`config.mk`:
```
export PLATFORM = sky130hd
export DESIGN_NAME = lsq_store
export DESIGN_NICKNAME = d
export VERILOG_FILES = /design/src/rtl/lsq_store.sv
export SDC_FILE = /design/constraint.sdc
export NUM_CORES = 2
export LEC_CHECK = 0
export BUFFER_PORTS_ARGS = -buffer_cell sky130_fd_sc_hd__buf_2
export CAP_MARGIN = 40
export CORE_UTILIZATION = 35
export DETAILED_ROUTE_END_ITERATION = 10
export GPL_ROUTABILITY_DRIVEN = 0
export MAX_ROUTING_LAYER = met4
export PLACE_DENSITY = 0.6
export RECOVER_POWER = 100
export SLEW_MARGIN = 0
export SYNTH_ARGS = -nofsm -noshare
export SYNTH_HDL_FRONTEND = slang
export SYNTH_SLANG_ARGS = --single-unit
```
`constraint.sdc`:
```
create_clock -name clk -period 9 [get_ports clk]
set_input_delay 2.7 -clock clk [delete_from_list [all_inputs] [get_ports clk]]
set_output_delay 2.7 -clock clk [all_outputs]
set_load 0.03 [all_outputs]
```
`src/rtl/lsq_store.sv`:
```
// point store: one write port, one read port with registered read data
// no dependencies
module lsq_store #(
	parameter int DEPTH = 64,
	parameter int WIDTH = 44
) (
	input  logic                     clk,
	input  logic                     wr_en,
	input  logic [$clog2(DEPTH)-1:0] wr_addr,
	input  logic [WIDTH-1:0]         wr_data,
	input  logic [$clog2(DEPTH)-1:0] rd_addr,
	output logic [WIDTH-1:0]         rd_data
);

	logic [WIDTH-1:0] mem [DEPTH];

	always_ff @(posedge clk) begin
		if (wr_en) begin
			mem[wr_addr] <= wr_data;
		end
	end

	always_ff @(posedge clk) begin
		rd_data <= mem[rd_addr];
	end

endmodule

```
==> impl.org <==
** Status
- Result of the run :: finished, violations left
- Violated checks :: capacitance limit, slew limit

** Pwr
- Dividing total power by cell area gives a power density of about 230 mW/mm^2.
- Standby leakage power :: roughly 0.037 uW
- VDD sags by at most 0.000163 V.

** STA
- The max-slew violation total from the final report came to 4459.
- Maximum achievable frequency :: 139 MHz
- Setup repair after global routing left no endpoint under its margin.
- Setup violations remaining at the end of the flow were counted as 0.
- The hold violation count in the final report was 0.
- Between clock sinks in the finished design, the worst skew comes to between 0.05 and 0.06 ns.
- Sum of negative setup slack :: 0 ns
- For the pin with the worst max-slew slack, the measured transition is a little under 4 ns.
- Fin crit share :: 0.797
- In this run the tightest slew margin relative to its limit is -1.59.
- Crit path time final :: between 7 and 8 ns

** GRT
- Global routing finished with a remaining overflow of 0.
- Across every metal layer, demand over resource in global routing totals 0.191.
- Global-route wire length before repair :: 405000 um
- Via count of the first global-routing pass :: 51952
- Entering global routing, the biggest net connects ~130 pins.
- The initial antenna violation count came to 22.

** Clock network
- Count of H-tree levels built during CTS :: 5
- CTS saw ~2900 sinks.
- The clock passes through at most 4 buffers.
- Post-CTS Setup Repair Bufs :: 0
- Number of buffers created by CTS :: 281
- The root buffer cell chosen for the clock tree is clkbuf_16.
- Clock tree from TritonCTS :: built
- Worst-skew pair later-pin latency :: 0.87 ns
- CTS Hold Bufs :: 0
- After clock tree synthesis, the clock-pin slew on the worst setup and hold paths is 0.06 ns.
- The number of gates resized after CTS was 0.

** Die
- In this run the vertical extent of the chip is around 560 um.
- Starting density of the core :: 0.353
- Row cnt :: 202
- The die covers 0.309 sq mm.
- In this run the horizontal extent of the chip is ~560 um.
- The core region is 0.304 sq mm.
- 102 I/O pins were placed.

** Synth
- Number of warnings printed during yosys synthesis :: 0
- List of most frequent post-synthesis cells :: edfxtp_1 (2816), mux4_2 (697), clkbuf_1 (124)
- By instance count, the leading cell after synthesis is edfxtp_1.
- Synth unique cells :: 38
- Total of flip-flops plus latches after synthesis :: 2860
- After synthesis the cells add up to 0.107 sq mm.
- Averaged over all synthesized cells, the footprint is between 20 and 25 sq um.
- EDFF count, synth :: between 2000 and 3000
- Top cell type's share of synthesized area :: 0.788
- Proportion of synthesized flip-flops having asynchronous set or reset :: 0
- Counting every instance in the synthesized netlist gives 4547.
- In the post-synthesis netlist, the biggest area contributors are edfxtp_1 (79%), mux4_2 (15%), dfxtp_1 (0.82%), mux2i_1 (0.60%), o22ai_1 (0.58%).
- Primary flip-flop cell chosen by synthesis mapping :: edfxtp_1
- Of the synthesized area, sequential elements account for 0.796.
- Largest area contributor in the netlist :: edfxtp_1
- Post-Syn Nets :: 4605

** Drt
- Total via count in the routed design :: approximately 50000
- Using the TritonRoute via totals, the vias-per-cell ratio works out to approximately 5.5.
- Routed Wire Length :: 290000 um
- Average detailed-routed wire length per instance :: 31.5 um
- The first routing iteration left 6458 violations.
- Number of design rule violations left after detail routing :: 0
- The detail route stage leaves a number of antenna-violating nets equal to 0.
- Number of search-and-repair iterations in the first detailed-routing pass :: 5

** Worst hold path
- In this run the worst hold path is classified as reg2reg.

** Finish
- Summing all multi-input logic gate instances after layout gives 0.0208 sq mm.
- Area occupied by registers :: 0.0854 sq mm
- From synthesis to final layout, the design area changed by 13.9%.
- Finished layout cell area :: 0.122 sq mm
- Final-layout fill cell count :: 26442
- At the end of the flow, the number of nets in the layout was 4960.
- Of the cells placed in the final design, the portion with a size suffix greater than 1 is 0.238.

** Run
- Count of maximum capacitance violations :: 152

** Placed design
- Buffers placed on the I/O ports in this run total ~100.
- In this run the cell area measured after placement is 0.116 sq mm.
- DP HPWL :: 166000 um

** Worst setup path
- For the worst setup path, the data arrival time is 7.54 ns.
- For the worst setup path, the data required time is 9.36 ns.
- STA classifies the critical path startpoint as an input pin.
- Worst R2R Setup Slack :: 6.79 ns
- Endpoint type of the worst setup path :: flip-flop
- Start-to-end type of the worst setup path :: in2reg
- Of all nets on the critical path, the largest fanout is 34.
worst max-delay path, stage by stage:
cell and delay [ns]:
clkbuf_1 0.22, nor2b_1 0.21, nand3_1 0.26, nor2_1 1.08, clkbuf_1 0.23, clkbuf_1 2.73
cells in the final DEF, fill, tap and decap left out, types with 7 or more instances in the layout:
| cell type | n |
|---|---|
| o221ai_1 | 24 |
| dfxtp_1 | 44 |
| nand2b_1 | 7 |
| mux4_2 | 697 |
| nor2_1 | 89 |
| edfxtp_1 | 2816 |
| buf_12 | 12 |
| buf_2 | 10 |
| o2111ai_1 | 7 |
| clkbuf_1 | 302 |
| nand3_1 | 26 |
| a31oi_1 | 10 |
| a22o_1 | 70 |
| diode_2 | 13 |
| nor3_1 | 15 |
| mux2_2 | 7 |
| nor2_4 | 17 |
| a211oi_1 | 12 |
| a221oi_1 | 69 |
| inv_6 | 9 |
| clkinv_1 | 47 |
| nor2b_1 | 10 |
| clkbuf_16 | 287 |
| clkinv_2 | 48 |
| a21oi_1 | 68 |
| mux2i_1 | 64 |
| o211ai_1 | 7 |
| and4_1 | 7 |
| clkbuf_8 | 13 |
| nand2_1 | 26 |
| o21ai_0 | 15 |
| o22ai_1 | 99 |
| bufinv_16 | 26 |
| buf_4 | 50 |
| a311oi_1 | 12 |
| a22oi_1 | 36 |
path summary, 6_finish.rpt:
path          startpoint  cells after the start          end
max           wr_addr[2]                      6   mem[3][32]
min          mem[50][42]                      3  rd_data[42]
max reg2reg  mem[27][36]                      4  rd_data[36]
min reg2reg  mem[50][42]                      3  rd_data[42]
power breakdown:
part | leakage [uW] | total [uW] | internal [uW] | switching, uW
logic | 0.00681 | 1310 | 455 | 850
registers | 0.0257 | 14800 | 14800 | 70.7
clock network | 0.00442 | 11700 | 6720 | 4950
cells by family after synthesis:
group | Yosys count | share of synthesized area
compound gates | 429 | 0.0289
buf+inv | 264 | 0.0122
flops | 2860 | 0.796
mux | 768 | 0.153
simple gates | 226 | 0.00994
state kept, by name, summed over array words and instances (netlist names):
signal   cells
mem       2816
rd_data     44
layout make-up:
type | instances | area share
clock inverter | 145 | 0.0119
multi-input combinational | 1423 | 0.170
antenna | 13 | 0.000266
tap | 4080 | 0.0418
clock buffer | 353 | 0.0619
sequential | 2860 | 0.699
timing repair buffer | 336 | 0.0153
metal layers:
metal / track usage / wire length [um]
met3: 0.0275 / 21400
met1: 0.245 / 113000
met4: 0.0598 / 10300
met2: 0.314 / 145000
met5: - / 0
through the flow:
stage / util / setup WS, ns / hold slack, ns / std cells / power (uW)
2_1_floorplan: - / 2.27 / 0.783 / 4547 / 15800
3_3_place_gp: 0.373 / 2.65 / 0.818 / 8600 / 16400
3_5_place_dp: 0.380 / 2.64 / 0.824 / 8698 / 16500
4_1_cts: 0.410 / 3.53 / 0.830 / 9196 / 28000
5_1_grt: 0.402 / 1.75 / 0.909 / 9208 / 28500
6_report: 0.402 / 1.83 / 0.814 / 9210 / 27800
Power figures use the tool's default switching activity.
