--- src/rtl/lsq_pkg.sv ---
// shared constants, codes and types of the least squares line fit core
// no dependencies; compiled first
package lsq_pkg;

	localparam int MAX_POINTS_DEF = 64;
	localparam int COORD_BITS_DEF = 22;
	localparam int FRAC_BITS      = 16;
	localparam int OUT_W          = 32;

	typedef logic [1:0] fit_status_t;

	localparam fit_status_t ST_OK    = 2'd0;
	localparam fit_status_t ST_DEGEN = 2'd1;
	localparam fit_status_t ST_DROP  = 2'd2;

	typedef struct packed {
		logic busy;
		logic done;
	} div_stat_t;

endpackage

--- src/rtl/lsq_div.sv ---
// shared unsigned restoring divider, one quotient bit per cycle
// depends on lsq_pkg
module lsq_div #(
	parameter int W = 68
) (
	input  logic               clk,
	input  logic               arst_n,
	input  logic               start,
	input  logic [W-1:0]       dividend,
	input  logic [W-1:0]       divisor,
	output lsq_pkg::div_stat_t stat,
	output logic [W-1:0]       quotient
);
	import lsq_pkg::*;

	localparam int CW = $clog2(W + 1);

	logic [W-1:0]  rem_q;
	logic [W-1:0]  quo_q;
	logic [W-1:0]  dvs_q;
	logic [CW-1:0] cnt_q;
	logic          busy_q;
	logic          done_q;
	logic [W:0]    shifted;
	logic [W:0]    diff;
	logic          ge;

	always_comb begin
		shifted = {rem_q, quo_q[W-1]};
		diff    = shifted - {1'b0, dvs_q};
		ge      = shifted >= {1'b0, dvs_q};
	end

	// payload registers
	always_ff @(posedge clk) begin
		if (start) begin
			rem_q <= '0;
			quo_q <= dividend;
			dvs_q <= divisor;
		end else if (busy_q) begin
			rem_q <= ge ? diff[W-1:0] : shifted[W-1:0];
			quo_q <= {quo_q[W-2:0], ge};
		end
	end

	always_ff @(posedge clk or negedge arst_n) begin
		if (!arst_n) begin
			cnt_q  <= '0;
			busy_q <= 1'b0;
			done_q <= 1'b0;
		end else begin
			// done pulses for one cycle after the last quotient bit
			done_q <= !start && busy_q && (cnt_q == CW'(1));
			if (start) begin
				cnt_q  <= CW'(W);
				busy_q <= 1'b1;
			end else if (busy_q) begin
				cnt_q <= cnt_q - 1'b1;
				if (cnt_q == CW'(1)) begin
					busy_q <= 1'b0;
				end
			end
		end
	end

	assign stat.busy = busy_q;
	assign stat.done = done_q;
	assign quotient  = quo_q;

endmodule
--- config.mk ---
export PLATFORM = sky130hd
export DESIGN_NAME = lsq_div
export DESIGN_NICKNAME = d
export VERILOG_FILES = /design/src/rtl/lsq_pkg.sv /design/src/rtl/lsq_div.sv
export SDC_FILE = /design/constraint.sdc
export NUM_CORES = 1
export LEC_CHECK = 0
export BUFFER_PORTS_ARGS = -buffer_cell sky130_fd_sc_hd__buf_2
export CORE_UTILIZATION = 57
export CTS_CLUSTER_DIAMETER = 200
export DETAILED_ROUTE_END_ITERATION = 10
export HOLD_SLACK_MARGIN = 0.02
export PLACE_DENSITY = 0.78
export SLEW_MARGIN = 20
export SYNTH_ARGS = -nofsm -noshare
export SYNTH_HDL_FRONTEND = slang
export SYNTH_SLANG_ARGS = --single-unit
--- constraint.sdc ---
create_clock -name clk -period 4.1 [get_ports clk]
set_input_delay 0.41 -clock clk [delete_from_list [all_inputs] [get_ports clk]]
set_output_delay 0.41 -clock clk [all_outputs]
set_load 0.05 [all_outputs]
==> results.sh <==
export IMPL_first_pass_iters=5
export IMPL_place_hpwl_um=23420
export IMPL_hold_violations=0
export IMPL_layout_common_cells="buf_2 (207), nand2_1 (184), edfxtp_1 (136)"
export IMPL_synthAdderAreaFrac_pct=7.020
export IMPL_worst_pin_slew_ns=0.9442
export IMPL_core_um2=21890
export IMPL_syn_avg_cell_area_um2=9.411
export IMPL_synth_area_um2=12760
export IMPL_yosysWarnings=0
export IMPL_wl_per_cell_um=17.63
export IMPL_via_per_inst=5.896
export IMPL_dr_total_vias=10750
export IMPL_grt_use_total_pct=28.09
export IMPL_path_clk_slew_ns=0.06
export IMPL_fin_nets=1735
export IMPL_gp_congestion=0.9414
export IMPL_ys_ff_latch=213
export IMPL_end_kind="flip-flop"
export IMPL_drive_gt1_share_pct=22.11
export IMPL_setup_tns_ns=0
export IMPL_synth_mux_area_share_pct=6.236
export IMPL_io_buffers=208
export IMPL_io_pin_count=209
export IMPL_critical_path_class="reg -> reg"
export IMPL_min_path_type="in -> reg"
export IMPL_cts_buffer_depth=3
export IMPL_relSlewSlack_pct=36.82
export IMPL_outcome="finished, final reports clean"
export IMPL_crit_fanout=17
export IMPL_cts_made_buffers=24
export IMPL_setup_viol=0
export IMPL_seq_area_frac_synth_pct=44.44
export IMPL_gr_total_overflow=0
export IMPL_area_growth_pct=15.24
export IMPL_row_count=54
export IMPL_drt_iter0_markers=757
export IMPL_syn_inst=1356
export IMPL_synth_flop_cell="edfxtp_1"
export IMPL_max_freq_mhz=259.5
export IMPL_place_area_um2=13920
export IMPL_grt_first_pass_wirelength_um=51340
export IMPL_p_leak_nw=6.267
export IMPL_reg2reg_depth=13
export IMPL_dieArea_um2=22990
export IMPL_cap_violations=0
export IMPL_cp_required_ns=4.57
export IMPL_synth_top_family_by_area="compound AO/OA/AOI/OAI gates"
export IMPL_synth_distinct_cells=64
export IMPL_cts_sinks=213
export IMPL_final_area_um2=14710
export IMPL_rsz0062_at_grt="no"
export IMPL_synth_edf_count=136
export IMPL_utilization_pct=67.18
export IMPL_synth_compound_area_share_pct=17.84
export IMPL_fin_crit_ns=3.854
export IMPL_dieHeight_um=151.6
export IMPL_grt_pass1_vias=10490
export IMPL_htree_levels=1
export IMPL_startpoint_type="flip-flop"
export IMPL_postCtsSetupRepairBufs=0
export IMPL_drc_errors=0
export IMPL_clk_latency_ns=0.53
export IMPL_max_vdd_ir_drop_mv=0.3706
export IMPL_die_w_um=151.6
export IMPL_wl_um=32140
export IMPL_antenna_found_initial=1
export IMPL_start_util_pct=58.29
export IMPL_arrival_ns=4.33
export IMPL_p_per_area_nw_per_um2=697.9
export IMPL_fillers=1796
export IMPL_fin_total_pwr_mw=10.26
export IMPL_final_max_slew_viol_count=0
export IMPL_root_buffer="clkbuf_16"
export IMPL_antenna_left=0
export IMPL_fin_crit_sh_pct=93.99
export IMPL_cts_tree="yes"
export IMPL_worstHoldPathCells=1
export IMPL_mostFrequentLayoutCell="buf_2"
export IMPL_syn_num_nets=1566
export IMPL_synthXorXnorAreaFrac_pct=4.118
export IMPL_yosys_area_share_simple_pct=15.05
export IMPL_synthArstFlopShare_pct=4.225
export IMPL_finClkSkew_ns=0.01288
export IMPL_grt_max_degree=75
-- where the power goes --
group          internal, mW  switching [mW]  leakage (nW)  total [mW]
registers              2.77           0.339          2.05        3.11
clock network          1.27           0.848         0.380        2.11
logic                  1.89            3.15          3.84        5.04
total                  5.93            4.34          6.27        10.3
-- area by class of cell --
type | count | area [µm²] | share of cell area, %
Clock buffer | 32 | 671.9 | 4.569
Sequential cell | 213 | 5674 | 38.59
Multi-Input combinational cell | 977 | 6422 | 43.67
Timing Repair Buffer | 223 | 1162 | 7.904
Tap cell | 280 | 350.3 | 2.382
Clock inverter | 11 | 98.84 | 0.6722
Antenna cell | 1 | 2.502 | 0.01702
Inverter | 86 | 322.8 | 2.195
-- sequential cells by signal (all words and copies together) (netlist names) --
| signal | flops |
|---|---|
| rem_q | 68 |
| busy_q | 1 |
| done_q | 1 |
| dvs_q | 68 |
| quotient | 68 |
| cnt_q | 7 |
-- routing by layer --
layer | vias up | wire length (µm) | track usage [%]
li1 | 5249 | - | -
met1 | 5046 | 13610 | 36.40
met2 | 382 | 15330 | 47.17
met3 | 72 | 2133 | 4.850
met4 | 0 | 1062 | 9.950
met5 | - | 0 | 0
-- synthesized netlist by cell type (all sizes together) (3+ instances only) --
| master | count | share of area, % |
|---|---|---|
| nand2 | 185 | 5.5 |
| edfxtp | 136 | 32 |
| nor2 | 126 | 3.7 |
| a21oi | 102 | 4.0 |
| inv | 86 | 2.5 |
| o21ai | 72 | 2.9 |
| ha | 70 | 6.9 |
| dfxtp | 68 | 11 |
| mux2 | 68 | 6.0 |
| clkbuf | 52 | 1.5 |
| a311oi | 50 | 3.5 |
| xnor2 | 34 | 2.3 |
| buf | 28 | 1.2 |
| nand4 | 27 | 1.3 |
| xor2 | 26 | 1.8 |
| nor3 | 19 | 0.75 |
| o21bai | 19 | 1.1 |
| a21o | 17 | 1.0 |
| nand2b | 14 | 0.69 |
| a211oi | 13 | 0.76 |
| nand3 | 13 | 0.51 |
| a31oi | 10 | 0.61 |
| o21a | 10 | 0.59 |
| dfrtp | 9 | 1.8 |
| o211ai | 8 | 0.47 |
| or3 | 8 | 0.44 |
| a211o | 7 | 0.48 |
| nor4 | 7 | 0.34 |
| o31ai | 7 | 0.41 |
| and3 | 5 | 0.25 |
| nor2b | 5 | 0.25 |
| nor4b | 5 | 0.34 |
| or2 | 5 | 0.25 |
| a21boi | 4 | 0.24 |
| nor3b | 4 | 0.24 |
| a221oi | 3 | 0.21 |
| and4 | 3 | 0.21 |
| mux2i | 3 | 0.24 |
| o211a | 3 | 0.24 |
| o311ai | 3 | 0.21 |
| o31a | 3 | 0.21 |
-- path summary, 6_finish.rpt --
path                             from        end  slack (ns)
setup / recovery            dvs_q[23]  rem_q[63]        0.25
hold / removal             divisor[4]   dvs_q[4]        0.06
setup reg to reg            dvs_q[23]  rem_q[63]        0.25
hold reg to reg             rem_q[37]  rem_q[37]        0.49
max in group asynchronous      arst_n     busy_q        3.64
min in group asynchronous      arst_n     busy_q        0.26
-- per-stage QoR --
step	hold slack [ns]	setup WS, ns	instances
floorplan	0.1144	0.9265	1356
global placement	0.2708	0.2543	1778
detailed placement	0.2760	0.1353	1778
CTS	0.04069	0.1079	1822
global route	0.04410	0.02673	1823
finish	0.05550	0.2462	1823
-- critical path: stages, from the launching register on --
cell	delay, ns
edfxtp_1	0.33
inv_1	0.04
ha_1	0.41
nand4_1	0.23
or3_1	0.41
or3_1	0.34
a311oi_2	0.33
or3_2	0.25
a31oi_4	0.14
o21ai_4	0.54
buf_4	0.34
nor2_1	0.07
nor3_1	0.21
a22o_1	0.16
-- kinds of logic (layout without fill, tap and decap cells) --
family	count (synthesis)	count (layout)
XOR/XNOR	60	60
AND/OR/NAND/NOR	431	431
flip-flops	213	213
other	0	1
adder cells (fa/ha/maj)	71	71
multiplexers	71	71
buffers and inverters	166	352
AO/OA/AOI/OAI	344	344
-- what timing repair did --
| action | CTS | global route |
|---|---|---|
| endpoints found under the hold margin | 9 | 0 |
| hold buffers | 1 | 0 |
| setup endpoints to repair | 0 | 40 |
| resized for setup | 0 | 1 |
Note: power is estimated with default switching activity, not from simulation.
